$ cat src/sv/msmt_pkg.sv
`timescale 1ns / 1ps

package msmt_pkg;

    // fixed field widths of the request and response channels
    localparam int MODE_W    = 2;
    localparam int MASK_IN_W = 32;
    localparam int HANDLE_W  = 16;
    localparam int STATUS_W  = 3;
    localparam int RCOUNT_W  = 6;

    // request operation codes
    localparam logic [MODE_W-1:0] MODE_ADD    = 2'd0;
    localparam logic [MODE_W-1:0] MODE_REMOVE = 2'd1;
    localparam logic [MODE_W-1:0] MODE_QUERY  = 2'd2;

    // response status codes
    typedef enum logic [STATUS_W-1:0] {
        ST_ADDED   = 3'd0,
        ST_FULL    = 3'd1,
        ST_REMOVED = 3'd2,
        ST_MATCH   = 3'd3,
        ST_NOMATCH = 3'd4
    } t_status;

    // controller states
    typedef enum logic [1:0] {
        S_IDLE,
        S_ADD,
        S_SCAN,
        S_DONE
    } t_state;

    // controller to datapath commands
    typedef struct packed {
        logic load;
        logic add_commit;
        logic scan;
        logic finish;
    } t_cmd;

    // datapath to controller status
    typedef struct packed {
        logic slot_free;
        logic scan_done;
    } t_sts;

endpackage

$ cat src/sv/msmt_if.sv
`timescale 1ns / 1ps

// request channel
interface msmt_req_if;
    logic                           valid;
    logic                           ready;
    logic [msmt_pkg::MODE_W-1:0]    mode;
    logic [msmt_pkg::MASK_IN_W-1:0] mask;
    logic [msmt_pkg::HANDLE_W-1:0]  handle;

    modport source (output valid, mode, mask, handle, input ready);
    modport sink   (input valid, mode, mask, handle, output ready);
endinterface

// response channel
interface msmt_rsp_if;
    logic                          valid;
    logic                          ready;
    logic [msmt_pkg::STATUS_W-1:0] status;
    logic [msmt_pkg::HANDLE_W-1:0] match_handle;
    logic [msmt_pkg::RCOUNT_W-1:0] removed_count;
    logic                          last;

    modport source (output valid, status, match_handle, removed_count, last, input ready);
    modport sink   (input valid, status, match_handle, removed_count, last, output ready);
endinterface

$ cat src/sv/msmt_ram.sv
`timescale 1ns / 1ps

module msmt_ram #(
    parameter int WIDTH = 48,
    parameter int DEPTH = 32
) (
    input  logic                     i_clk,
    input  logic                     i_wr_en,
    input  logic [$clog2(DEPTH)-1:0] i_wr_addr,
    input  logic [WIDTH-1:0]         i_wr_data,
    input  logic                     i_rd_en,
    input  logic [$clog2(DEPTH)-1:0] i_rd_addr,
    output logic [WIDTH-1:0]         o_rd_data
);

    logic [WIDTH-1:0] r_mem [DEPTH];
    logic [WIDTH-1:0] r_rd_data;

    // one write port, one registered read port
    always_ff @(posedge i_clk) begin
        if (i_wr_en) begin
            r_mem[i_wr_addr] <= i_wr_data;
        end
        if (i_rd_en) begin
            r_rd_data <= r_mem[i_rd_addr];
        end
    end

    assign o_rd_data = r_rd_data;

endmodule

$ cat src/sv/msmt_ctrl.sv
`timescale 1ns / 1ps

module msmt_ctrl (
    input  logic                        i_clk,
    input  logic                        i_rst_n,
    input  logic                        i_req_valid,
    input  logic [msmt_pkg::MODE_W-1:0] i_req_mode,
    output logic                        o_req_ready,
    input  msmt_pkg::t_sts              i_sts,
    output msmt_pkg::t_cmd              o_cmd
);

    msmt_pkg::t_state r_state;
    msmt_pkg::t_state n_state;

    // state register
    always_ff @(posedge i_clk) begin
        if (!i_rst_n) begin
            r_state <= msmt_pkg::S_IDLE;
        end else begin
            r_state <= n_state;
        end
    end

    // next state and commands
    always_comb begin
        n_state     = r_state;
        o_cmd       = '0;
        o_req_ready = 1'b0;
        case (r_state)
            msmt_pkg::S_IDLE: begin
                o_req_ready = 1'b1;
                if (i_req_valid) begin
                    o_cmd.load = 1'b1;
                    case (i_req_mode)
                        msmt_pkg::MODE_ADD:    n_state = msmt_pkg::S_ADD;
                        msmt_pkg::MODE_REMOVE: n_state = msmt_pkg::S_SCAN;
                        msmt_pkg::MODE_QUERY:  n_state = msmt_pkg::S_SCAN;
                        // unused code: dropped with no response
                        default:               n_state = msmt_pkg::S_IDLE;
                    endcase
                end
            end
            msmt_pkg::S_ADD: begin
                if (i_sts.slot_free) begin
                    o_cmd.add_commit = 1'b1;
                    n_state          = msmt_pkg::S_IDLE;
                end
            end
            msmt_pkg::S_SCAN: begin
                o_cmd.scan = 1'b1;
                if (i_sts.scan_done) begin
                    n_state = msmt_pkg::S_DONE;
                end
            end
            msmt_pkg::S_DONE: begin
                if (i_sts.slot_free) begin
                    o_cmd.finish = 1'b1;
                    n_state      = msmt_pkg::S_IDLE;
                end
            end
            default: begin
                n_state = msmt_pkg::S_IDLE;
            end
        endcase
    end

endmodule

$ cat src/sv/msmt_dp.sv
`timescale 1ns / 1ps

module msmt_dp #(
    parameter int TABLE_DEPTH = 32,
    parameter int MASK_BITS   = 32
) (
    input  logic                            i_clk,
    input  logic                            i_rst_n,
    input  msmt_pkg::t_cmd                  i_cmd,
    output msmt_pkg::t_sts                  o_sts,
    input  logic [msmt_pkg::MODE_W-1:0]     i_mode,
    input  logic [msmt_pkg::MASK_IN_W-1:0]  i_mask,
    input  logic [msmt_pkg::HANDLE_W-1:0]   i_handle,
    input  logic                            i_out_ready,
    output logic                            o_out_valid,
    output logic [msmt_pkg::STATUS_W-1:0]   o_status,
    output logic [msmt_pkg::HANDLE_W-1:0]   o_match_handle,
    output logic [msmt_pkg::RCOUNT_W-1:0]   o_removed_count,
    output logic                            o_last
);

    localparam int AW = $clog2(TABLE_DEPTH);
    localparam int CW = $clog2(TABLE_DEPTH + 1);
    localparam int HW = msmt_pkg::HANDLE_W;
    localparam int EW = MASK_BITS + HW;

    // request registers
    logic [msmt_pkg::MODE_W-1:0] r_req_mode;
    logic [MASK_BITS-1:0]        r_req_mask;
    logic [HW-1:0]               r_req_handle;

    // table occupancy and scan state
    logic [CW-1:0] r_count,   n_count;
    logic [CW-1:0] r_rd_idx,  n_rd_idx;
    logic [CW-1:0] r_wr_idx,  n_wr_idx;
    logic [CW-1:0] r_rm_cnt,  n_rm_cnt;
    logic          r_ev_vld,  n_ev_vld;
    logic          r_pend_vld, n_pend_vld;
    logic [HW-1:0] r_pend_handle, n_pend_handle;

    // response register
    logic             r_out_vld, n_out_vld;
    msmt_pkg::t_status r_out_status, n_out_status;
    logic [HW-1:0]    r_out_handle, n_out_handle;
    logic [CW-1:0]    r_out_rm, n_out_rm;
    logic             r_out_last, n_out_last;

    // table memory
    logic          wr_en;
    logic [AW-1:0] wr_addr;
    logic [EW-1:0] wr_data;
    logic          rd_en;
    logic [EW-1:0] rd_data;

    logic [MASK_BITS-1:0] ent_mask;
    logic [HW-1:0]        ent_handle;
    logic                 is_query;
    logic                 is_remove;
    logic                 full;
    logic                 slot_free;
    logic                 hit;
    logic                 stall;
    logic                 advance;
    logic                 eval;

    msmt_ram #(
        .WIDTH (EW),
        .DEPTH (TABLE_DEPTH)
    ) u_ram (
        .i_clk     (i_clk),
        .i_wr_en   (wr_en),
        .i_wr_addr (wr_addr),
        .i_wr_data (wr_data),
        .i_rd_en   (rd_en),
        .i_rd_addr (r_rd_idx[AW-1:0]),
        .o_rd_data (rd_data)
    );

    // scan pipeline control
    always_comb begin
        ent_mask   = rd_data[EW-1:HW];
        ent_handle = rd_data[HW-1:0];
        is_query   = (r_req_mode == msmt_pkg::MODE_QUERY);
        is_remove  = (r_req_mode == msmt_pkg::MODE_REMOVE);
        full       = (r_count == CW'(TABLE_DEPTH));
        slot_free  = !r_out_vld || i_out_ready;
        hit        = ((ent_mask & r_req_mask) == r_req_mask);
        // a new match must flush the held one, which needs a free response slot
        stall      = i_cmd.scan && r_ev_vld && is_query && hit && r_pend_vld && !slot_free;
        advance    = i_cmd.scan && !stall;
        rd_en      = advance && (r_rd_idx != r_count);
        eval       = advance && r_ev_vld;

        o_sts.slot_free = slot_free;
        o_sts.scan_done = !r_ev_vld && (r_rd_idx == r_count);
    end

    // table writes: append on add, compaction on remove
    always_comb begin
        wr_en   = 1'b0;
        wr_addr = r_wr_idx[AW-1:0];
        wr_data = rd_data;
        if (i_cmd.add_commit && !full) begin
            wr_en   = 1'b1;
            wr_addr = r_count[AW-1:0];
            wr_data = {r_req_mask, r_req_handle};
        end else if (eval && is_remove && (ent_handle != r_req_handle)) begin
            wr_en = 1'b1;
        end
    end

    // next values of scan state and response
    always_comb begin
        n_count       = r_count;
        n_rd_idx      = r_rd_idx;
        n_wr_idx      = r_wr_idx;
        n_rm_cnt      = r_rm_cnt;
        n_ev_vld      = r_ev_vld;
        n_pend_vld    = r_pend_vld;
        n_pend_handle = r_pend_handle;
        n_out_vld     = r_out_vld && !i_out_ready;
        n_out_status  = r_out_status;
        n_out_handle  = r_out_handle;
        n_out_rm      = r_out_rm;
        n_out_last    = r_out_last;

        if (i_cmd.load) begin
            n_rd_idx   = '0;
            n_wr_idx   = '0;
            n_rm_cnt   = '0;
            n_ev_vld   = 1'b0;
            n_pend_vld = 1'b0;
        end

        // add result
        if (i_cmd.add_commit) begin
            n_out_vld    = 1'b1;
            n_out_status = full ? msmt_pkg::ST_FULL : msmt_pkg::ST_ADDED;
            n_out_handle = '0;
            n_out_rm     = '0;
            n_out_last   = 1'b1;
            if (!full) begin
                n_count = r_count + CW'(1);
            end
        end

        // one table entry per cycle while the scan is not stalled
        if (advance) begin
            n_ev_vld = rd_en;
            if (rd_en) begin
                n_rd_idx = r_rd_idx + CW'(1);
            end
        end

        if (eval) begin
            if (is_remove) begin
                if (ent_handle == r_req_handle) begin
                    n_rm_cnt = r_rm_cnt + CW'(1);
                end else begin
                    n_wr_idx = r_wr_idx + CW'(1);
                end
            end else if (is_query && hit) begin
                // hold the newest match so the final one can carry last
                if (r_pend_vld) begin
                    n_out_vld    = 1'b1;
                    n_out_status = msmt_pkg::ST_MATCH;
                    n_out_handle = r_pend_handle;
                    n_out_rm     = '0;
                    n_out_last   = 1'b0;
                end
                n_pend_vld    = 1'b1;
                n_pend_handle = ent_handle;
            end
        end

        // closing result of a remove or query
        if (i_cmd.finish) begin
            n_out_vld  = 1'b1;
            n_out_last = 1'b1;
            n_out_rm   = '0;
            n_out_handle = '0;
            if (is_remove) begin
                n_out_status = msmt_pkg::ST_REMOVED;
                n_out_rm     = r_rm_cnt;
                n_count      = r_wr_idx;
            end else if (r_pend_vld) begin
                n_out_status = msmt_pkg::ST_MATCH;
                n_out_handle = r_pend_handle;
            end else begin
                n_out_status = msmt_pkg::ST_NOMATCH;
            end
        end
    end

    // control registers
    always_ff @(posedge i_clk) begin
        if (!i_rst_n) begin
            r_count    <= '0;
            r_ev_vld   <= 1'b0;
            r_pend_vld <= 1'b0;
            r_out_vld  <= 1'b0;
        end else begin
            r_count    <= n_count;
            r_ev_vld   <= n_ev_vld;
            r_pend_vld <= n_pend_vld;
            r_out_vld  <= n_out_vld;
        end
    end

    // payload registers
    always_ff @(posedge i_clk) begin
        if (i_cmd.load) begin
            r_req_mode   <= i_mode;
            r_req_mask   <= MASK_BITS'(i_mask);
            r_req_handle <= i_handle;
        end
        r_rd_idx      <= n_rd_idx;
        r_wr_idx      <= n_wr_idx;
        r_rm_cnt      <= n_rm_cnt;
        r_pend_handle <= n_pend_handle;
        r_out_status  <= n_out_status;
        r_out_handle  <= n_out_handle;
        r_out_rm      <= n_out_rm;
        r_out_last    <= n_out_last;
    end

    assign o_out_valid     = r_out_vld;
    assign o_status        = r_out_status;
    assign o_match_handle  = r_out_handle;
    assign o_removed_count = msmt_pkg::RCOUNT_W'(r_out_rm);
    assign o_last          = r_out_last;

endmodule

$ cat src/sv/mask_subset_match_table.sv
`timescale 1ns / 1ps

// Ordered table of (mask, handle) entries held in a single-port-read RAM. Requests are
// handled one at a time. An add is committed once the response register is free, and its
// response is registered. A remove or a query walks the table through the RAM read port at
// one entry per cycle while the response channel does not hold back a match; the remove
// compacts survivors in place during the same walk. Query responses arrive in insertion
// order, each match held back until the next one is found so the final one carries last.
// A new request is taken while the previous response still waits on the output register.
// Mode 3 is taken and dropped without a response. No clearing pass follows reset.
module mask_subset_match_table #(
    parameter int TABLE_DEPTH = 32,
    parameter int MASK_BITS   = 32
) (
    input  logic       i_clk,
    input  logic       i_rst_n,
    msmt_req_if.sink   i_req,
    msmt_rsp_if.source o_rsp
);

    msmt_pkg::t_cmd cmd;
    msmt_pkg::t_sts sts;

    msmt_ctrl u_ctrl (
        .i_clk       (i_clk),
        .i_rst_n     (i_rst_n),
        .i_req_valid (i_req.valid),
        .i_req_mode  (i_req.mode),
        .o_req_ready (i_req.ready),
        .i_sts       (sts),
        .o_cmd       (cmd)
    );

    msmt_dp #(
        .TABLE_DEPTH (TABLE_DEPTH),
        .MASK_BITS   (MASK_BITS)
    ) u_dp (
        .i_clk           (i_clk),
        .i_rst_n         (i_rst_n),
        .i_cmd           (cmd),
        .o_sts           (sts),
        .i_mode          (i_req.mode),
        .i_mask          (i_req.mask),
        .i_handle        (i_req.handle),
        .i_out_ready     (o_rsp.ready),
        .o_out_valid     (o_rsp.valid),
        .o_status        (o_rsp.status),
        .o_match_handle  (o_rsp.match_handle),
        .o_removed_count (o_rsp.removed_count),
        .o_last          (o_rsp.last)
    );

    // single-response requests always close with last
    a_single_last: assert property (@(posedge i_clk) disable iff (!i_rst_n)
        (o_rsp.valid && (o_rsp.status == msmt_pkg::ST_NOMATCH ||
                         o_rsp.status == msmt_pkg::ST_REMOVED ||
                         o_rsp.status == msmt_pkg::ST_ADDED ||
                         o_rsp.status == msmt_pkg::ST_FULL)) |-> o_rsp.last)
        else $error("non-match response without last");

    // handle field is zero except on a match
    a_handle_zero: assert property (@(posedge i_clk) disable iff (!i_rst_n)
        (o_rsp.valid && o_rsp.status != msmt_pkg::ST_MATCH) |-> (o_rsp.match_handle == '0))
        else $error("handle set on non-match response");

    // an accepted add, remove or query keeps the block busy on the next cycle
    a_busy_after: assert property (@(posedge i_clk) disable iff (!i_rst_n)
        (i_req.valid && i_req.ready && (i_req.mode == msmt_pkg::MODE_ADD ||
                                        i_req.mode == msmt_pkg::MODE_REMOVE ||
                                        i_req.mode == msmt_pkg::MODE_QUERY))
        |=> !i_req.ready)
        else $error("request taken while previous one in progress");

endmodule

$ cat src/flat_wrapper.sv
// flat-port wrapper written by rule: the top's interface ports become plain ports
module mask_subset_match_table_flat 
#(
    parameter int TABLE_DEPTH = 32,
    parameter int MASK_BITS   = 32
)
  (i_clk, i_rst_n, i_req_valid, i_req_mode, i_req_mask, i_req_handle, i_req_ready, o_rsp_valid, o_rsp_status, o_rsp_match_handle, o_rsp_removed_count, o_rsp_last, o_rsp_ready);
  msmt_req_if i_req_i ();
  msmt_rsp_if o_rsp_i ();
  input  logic i_clk;
  input  logic i_rst_n;
  input wire logic [$bits(i_req_i.valid)-1:0] i_req_valid;
  input wire logic [$bits(i_req_i.mode)-1:0] i_req_mode;
  input wire logic [$bits(i_req_i.mask)-1:0] i_req_mask;
  input wire logic [$bits(i_req_i.handle)-1:0] i_req_handle;
  output wire logic [$bits(i_req_i.ready)-1:0] i_req_ready;
  output wire logic [$bits(o_rsp_i.valid)-1:0] o_rsp_valid;
  output wire logic [$bits(o_rsp_i.status)-1:0] o_rsp_status;
  output wire logic [$bits(o_rsp_i.match_handle)-1:0] o_rsp_match_handle;
  output wire logic [$bits(o_rsp_i.removed_count)-1:0] o_rsp_removed_count;
  output wire logic [$bits(o_rsp_i.last)-1:0] o_rsp_last;
  input wire logic [$bits(o_rsp_i.ready)-1:0] o_rsp_ready;
  assign i_req_i.valid = i_req_valid;
  assign i_req_i.mode = i_req_mode;
  assign i_req_i.mask = i_req_mask;
  assign i_req_i.handle = i_req_handle;
  assign i_req_ready = i_req_i.ready;
  assign o_rsp_valid = o_rsp_i.valid;
  assign o_rsp_status = o_rsp_i.status;
  assign o_rsp_match_handle = o_rsp_i.match_handle;
  assign o_rsp_removed_count = o_rsp_i.removed_count;
  assign o_rsp_last = o_rsp_i.last;
  assign o_rsp_i.ready = o_rsp_ready;
  mask_subset_match_table #(.TABLE_DEPTH(TABLE_DEPTH), .MASK_BITS(MASK_BITS)) u_core (.i_clk(i_clk), .i_rst_n(i_rst_n), .i_req(i_req_i), .o_rsp(o_rsp_i));
endmodule
$ cat config.mk
export PLATFORM = sky130hd
export DESIGN_NAME = mask_subset_match_table_flat
export DESIGN_NICKNAME = d
export VERILOG_FILES = /design/src/sv/msmt_pkg.sv /design/src/sv/msmt_if.sv /design/src/sv/msmt_ram.sv /design/src/sv/msmt_ctrl.sv /design/src/sv/msmt_dp.sv /design/src/sv/mask_subset_match_table.sv /design/src/flat_wrapper.sv
export SDC_FILE = /design/constraint.sdc
export NUM_CORES = 2
export LEC_CHECK = 0
export ABC_AREA = 1
export BUFFER_PORTS_ARGS = -buffer_cell sky130_fd_sc_hd__clkbuf_2
export CORE_MARGIN = 4
export CORE_UTILIZATION = 59
export DETAILED_ROUTE_END_ITERATION = 16
export GPL_TIMING_DRIVEN = 1
export PLACE_DENSITY = 0.75
export SLEW_MARGIN = 20
export SYNTH_ARGS = -nofsm -noshare
export SYNTH_HDL_FRONTEND = slang
export SYNTH_HIERARCHICAL = 1
export SYNTH_SLANG_ARGS = --single-unit
$ cat constraint.sdc
create_clock -name i_clk -period 7.36 [get_ports i_clk]
set_clock_uncertainty 0.1 [all_clocks]
set_input_delay 1.104 -clock i_clk [delete_from_list [all_inputs] [get_ports i_clk]]
set_output_delay 1.104 -clock i_clk [all_outputs]
set_load 0.01 [all_outputs]
==> results.md <==
- Synth top area share: 0.7048
- YS warnings: 6
- Pre-CTS WS: 1.901 ns
- EDFF count, synth: 1,650
- Syn nets: 6,288
- Worst slew margin: 0.1999
- Critical Path RT: 7.70 ns
- Final Cycle Share: 0.6481
- Compound-gate portion of the synthesized area: 0.006460
- Largest net degree at the start of global routing: 207
- Final WS setup: 2.590 ns
- Initial DRC Count: 7,074
- Placed cells: 7,607
- Wirelength per Cell: 23.57 um
- DRT antenna net count: 0
- Mux cell area share after synthesis: 0
- Pwr Density: 343.0 nW/um2
- Max-cap violations: 0
- Layout fillers: 8,360
- Via Count: 48,020
- Worst hold stages: 2
- Synth Area in Adders: 0.001068
- Most numerous cell in the Yosys netlist: nand2_1
- Cells after synthesis: 6,228
- First-pass GRT wire length: 278,200 um
- FF+latch count, synth: 1,705
- CTS tree: done
- Vias in the first global route: 45,030
- Area added between synthesis and finish: 10.22%
- Max Fclk: 0.2097 GHz
- Status: finished clean
- Max VDD drop: 477.3 uV
- Post-CTS setup buffers: 0
- Ys async rst share: 0
- Fin nets: 6,299
- Critical Path End Type: register
- RSZ-0062 raised after global routing: false
- Synth Cell Area: 70,300 um2
- Synth cell count leaders: nand2_1, edfxtp_1, nand3_1
- Worst-skew pair later-pin latency: 0.77 ns
- Worst Tran Pin Value: 1.200 ns
- FP Rows: 126
- CTS Buffer Depth: 3
- Via density: 6.071
- Total Power: 26.58 mW
- Leak: 28.77 nW
- Die Y-Extent: 353.2 um
- Die W: 353.2 um
- DP HPWL: 104,000 um
- GPL Wtd Cong: 0.8852
- Area share of xor/xnor cells in the synthesized design: 0.004111
- Layout cell share with drive strength beyond 1: 0.08238
- CTS Hold Buffers Added: 0
- Post-synthesis area per instance: 11.29 um2
- Tot GR Track Use: 0.2940
- Finished Layout Cells: 7,910
- IO buf count: 81
- Biggest area consumer among synthesized cells: edfxtp_1
- CP Launch Type: input port
- Min cycle time layout: 4.770 ns
- Initial Util: 0.5946
- Synth area leaders: edfxtp_1, nand2_1, nand3_1
- Global route overflow: 0
- Post-synthesis simple-gate area fraction: 0.2327
- Worst R2R Path Depth: 8
- CTS buffer count: 166
- Total Routed Length: 186,500 um
- Critical path class: in -> reg
- Clock Sinks: 1,705
- Die area: 124,700 um2
- Hold crit path type: reg -> reg
- Largest family of logic cells by synthesized area: simple AND/OR/NAND/NOR gates
- Setup TNS: 0 ns
- Post-synth top flop: edfxtp_1
- Clk slew on worst S/H paths: 0.06 ns
- CP arrival: 5.11 ns
- H-Tree Level Count: 4
- Largest fanout on the critical path: 35
- DRC: 0
- Multi-input gate area: 17,480 um2
- Initial antenna violation count: 5
- Seq. cell area: 50,670 um2
- Clock Root Buffer: clkbuf_16
- Fin. max-slew vios: 0
- Core region area: 118,200 um2
- Num ports: 82
- Pre-antenna DRT Iters: 6
- Yosys cell types: 35
- Final Hold Vio Count: 0
- Gates resized, CTS repair: 0
- Final setup violation count: 0
- Post-synthesis sequential area ratio: 0.7204
[layer usage]
metal	vias to the layer above	part of all wire	GRT usage
li1	21500	-	-
met1	23120	0.38	0.4183
met2	3021	0.46	0.4533
met3	379	0.12	0.06848
met4	0	0.031	0.09821
met5	-	0	0
[flip-flops by register name (all words and copies together) (netlist names)]
signal	count
u_core/u_dp/r_count	6
u_core/u_dp/r_ev_vld	1
u_core/u_dp/r_rm_cnt	6
u_core/u_dp/o_last	1
u_core/u_dp/r_req_mode	2
u_core/u_dp/r_req_handle	16
u_core/u_dp/r_pend_handle	16
u_core/u_ctrl/r_state	2
u_core/u_dp/r_wr_idx	6
u_core/u_dp/o_status	3
u_core/u_dp/r_req_mask	32
u_core/u_dp/u_ram/o_rd_data	48
u_core/u_dp/r_pend_vld	1
u_core/u_dp/u_ram/r_mem	1536
u_core/u_dp/o_removed_count	6
u_core/u_dp/o_match_handle	16
u_core/u_dp/o_out_valid	1
u_core/u_dp/r_rd_idx	6
[final cells by class]
type | count | share of cell area
diodes | 1 | 0.00003229
clock buffers | 200 | 0.05635
clock inverters | 102 | 0.01169
inverters | 128 | 0.006572
multi-input cells | 4028 | 0.2256
flip-flops and latches | 1705 | 0.6539
well taps | 1536 | 0.02480
repair buffers | 210 | 0.02112
[power breakdown]
| group | switching [mW] | total (mW) | leakage [nW] | internal [mW] |
|---|---|---|---|---|
| combinational | 4.97 | 6.50 | 10.8 | 1.53 |
| sequential | 0.143 | 11.8 | 15.3 | 11.7 |
| clock | 3.55 | 8.27 | 2.59 | 4.72 |
[cell families after synthesis]
family / Yosys count
flip-flops: 1705
AND/OR/NAND/NOR: 3903
XOR/XNOR: 33
AO/OA/AOI/OAI: 86
buffers and inverters: 495
adder cells (fa/ha/maj): 6
[critical path, cell delays in order]
cell and delay [ns]:
clkbuf_2 0.08, inv_1 0.03, nand2_1 0.13, nand2_1 0.14, nor2_1 0.64, o21ai_4 0.16
buf_4 0.32, o21ai_0 0.41, nand3_1 0.68, nor2_4 1.04, buf_12 0.31
[stage by stage]
step	hold slack, ns	utilization	area [um2]
6_report	0.3729	0.6554	77490
5_1_grt	0.3962	0.6553	77490
4_1_cts	0.3703	0.6553	77480
3_5_place_dp	0.3625	0.6107	72210
3_3_place_gp	0.3575	0.6106	72200
2_1_floorplan	0.3263	-	70300
[layout by cell type (no fill, tap or decap), types with 5 or more instances in the layout]
master,n
a21oi_1,11
buf_12,21
buf_4,108
bufinv_16,14
clkbuf_1,30
clkbuf_16,170
clkbuf_2,81
clkinv_1,36
clkinv_2,41
clkinv_8,5
dfxtp_1,50
dfxtp_4,5
edfxtp_1,1650
ha_1,6
inv_1,118
inv_6,6
nand2_1,2542
nand2_2,11
nand3_1,1216
nand4_1,34
nor2_1,49
nor2_4,36
nor3_1,5
o21ai_0,28
o21ai_1,28
o21ai_2,6
xnor2_1,19
xor2_1,14
[path summary, 6_finish.rpt]
kind | start | to | slack, ns
setup / recovery | o_rsp_ready | u_core/u_dp/u_ram/r_mem[11][22]$_DFFE_PP_ | 2.59
hold reg to reg | u_core/u_dp/o_removed_count[2]$_DFF_P_ | u_core/u_dp/o_removed_count[2]$_DFF_P_ | 0.37
setup reg to reg | u_core/u_ctrl/r_state[0]$_SDFFE_PN0P_ | u_core/u_dp/u_ram/r_mem[11][22]$_DFFE_PP_ | 2.70
hold / removal | u_core/u_dp/o_removed_count[2]$_DFF_P_ | u_core/u_dp/o_removed_count[2]$_DFF_P_ | 0.37
(Power assumes the default switching activity.)
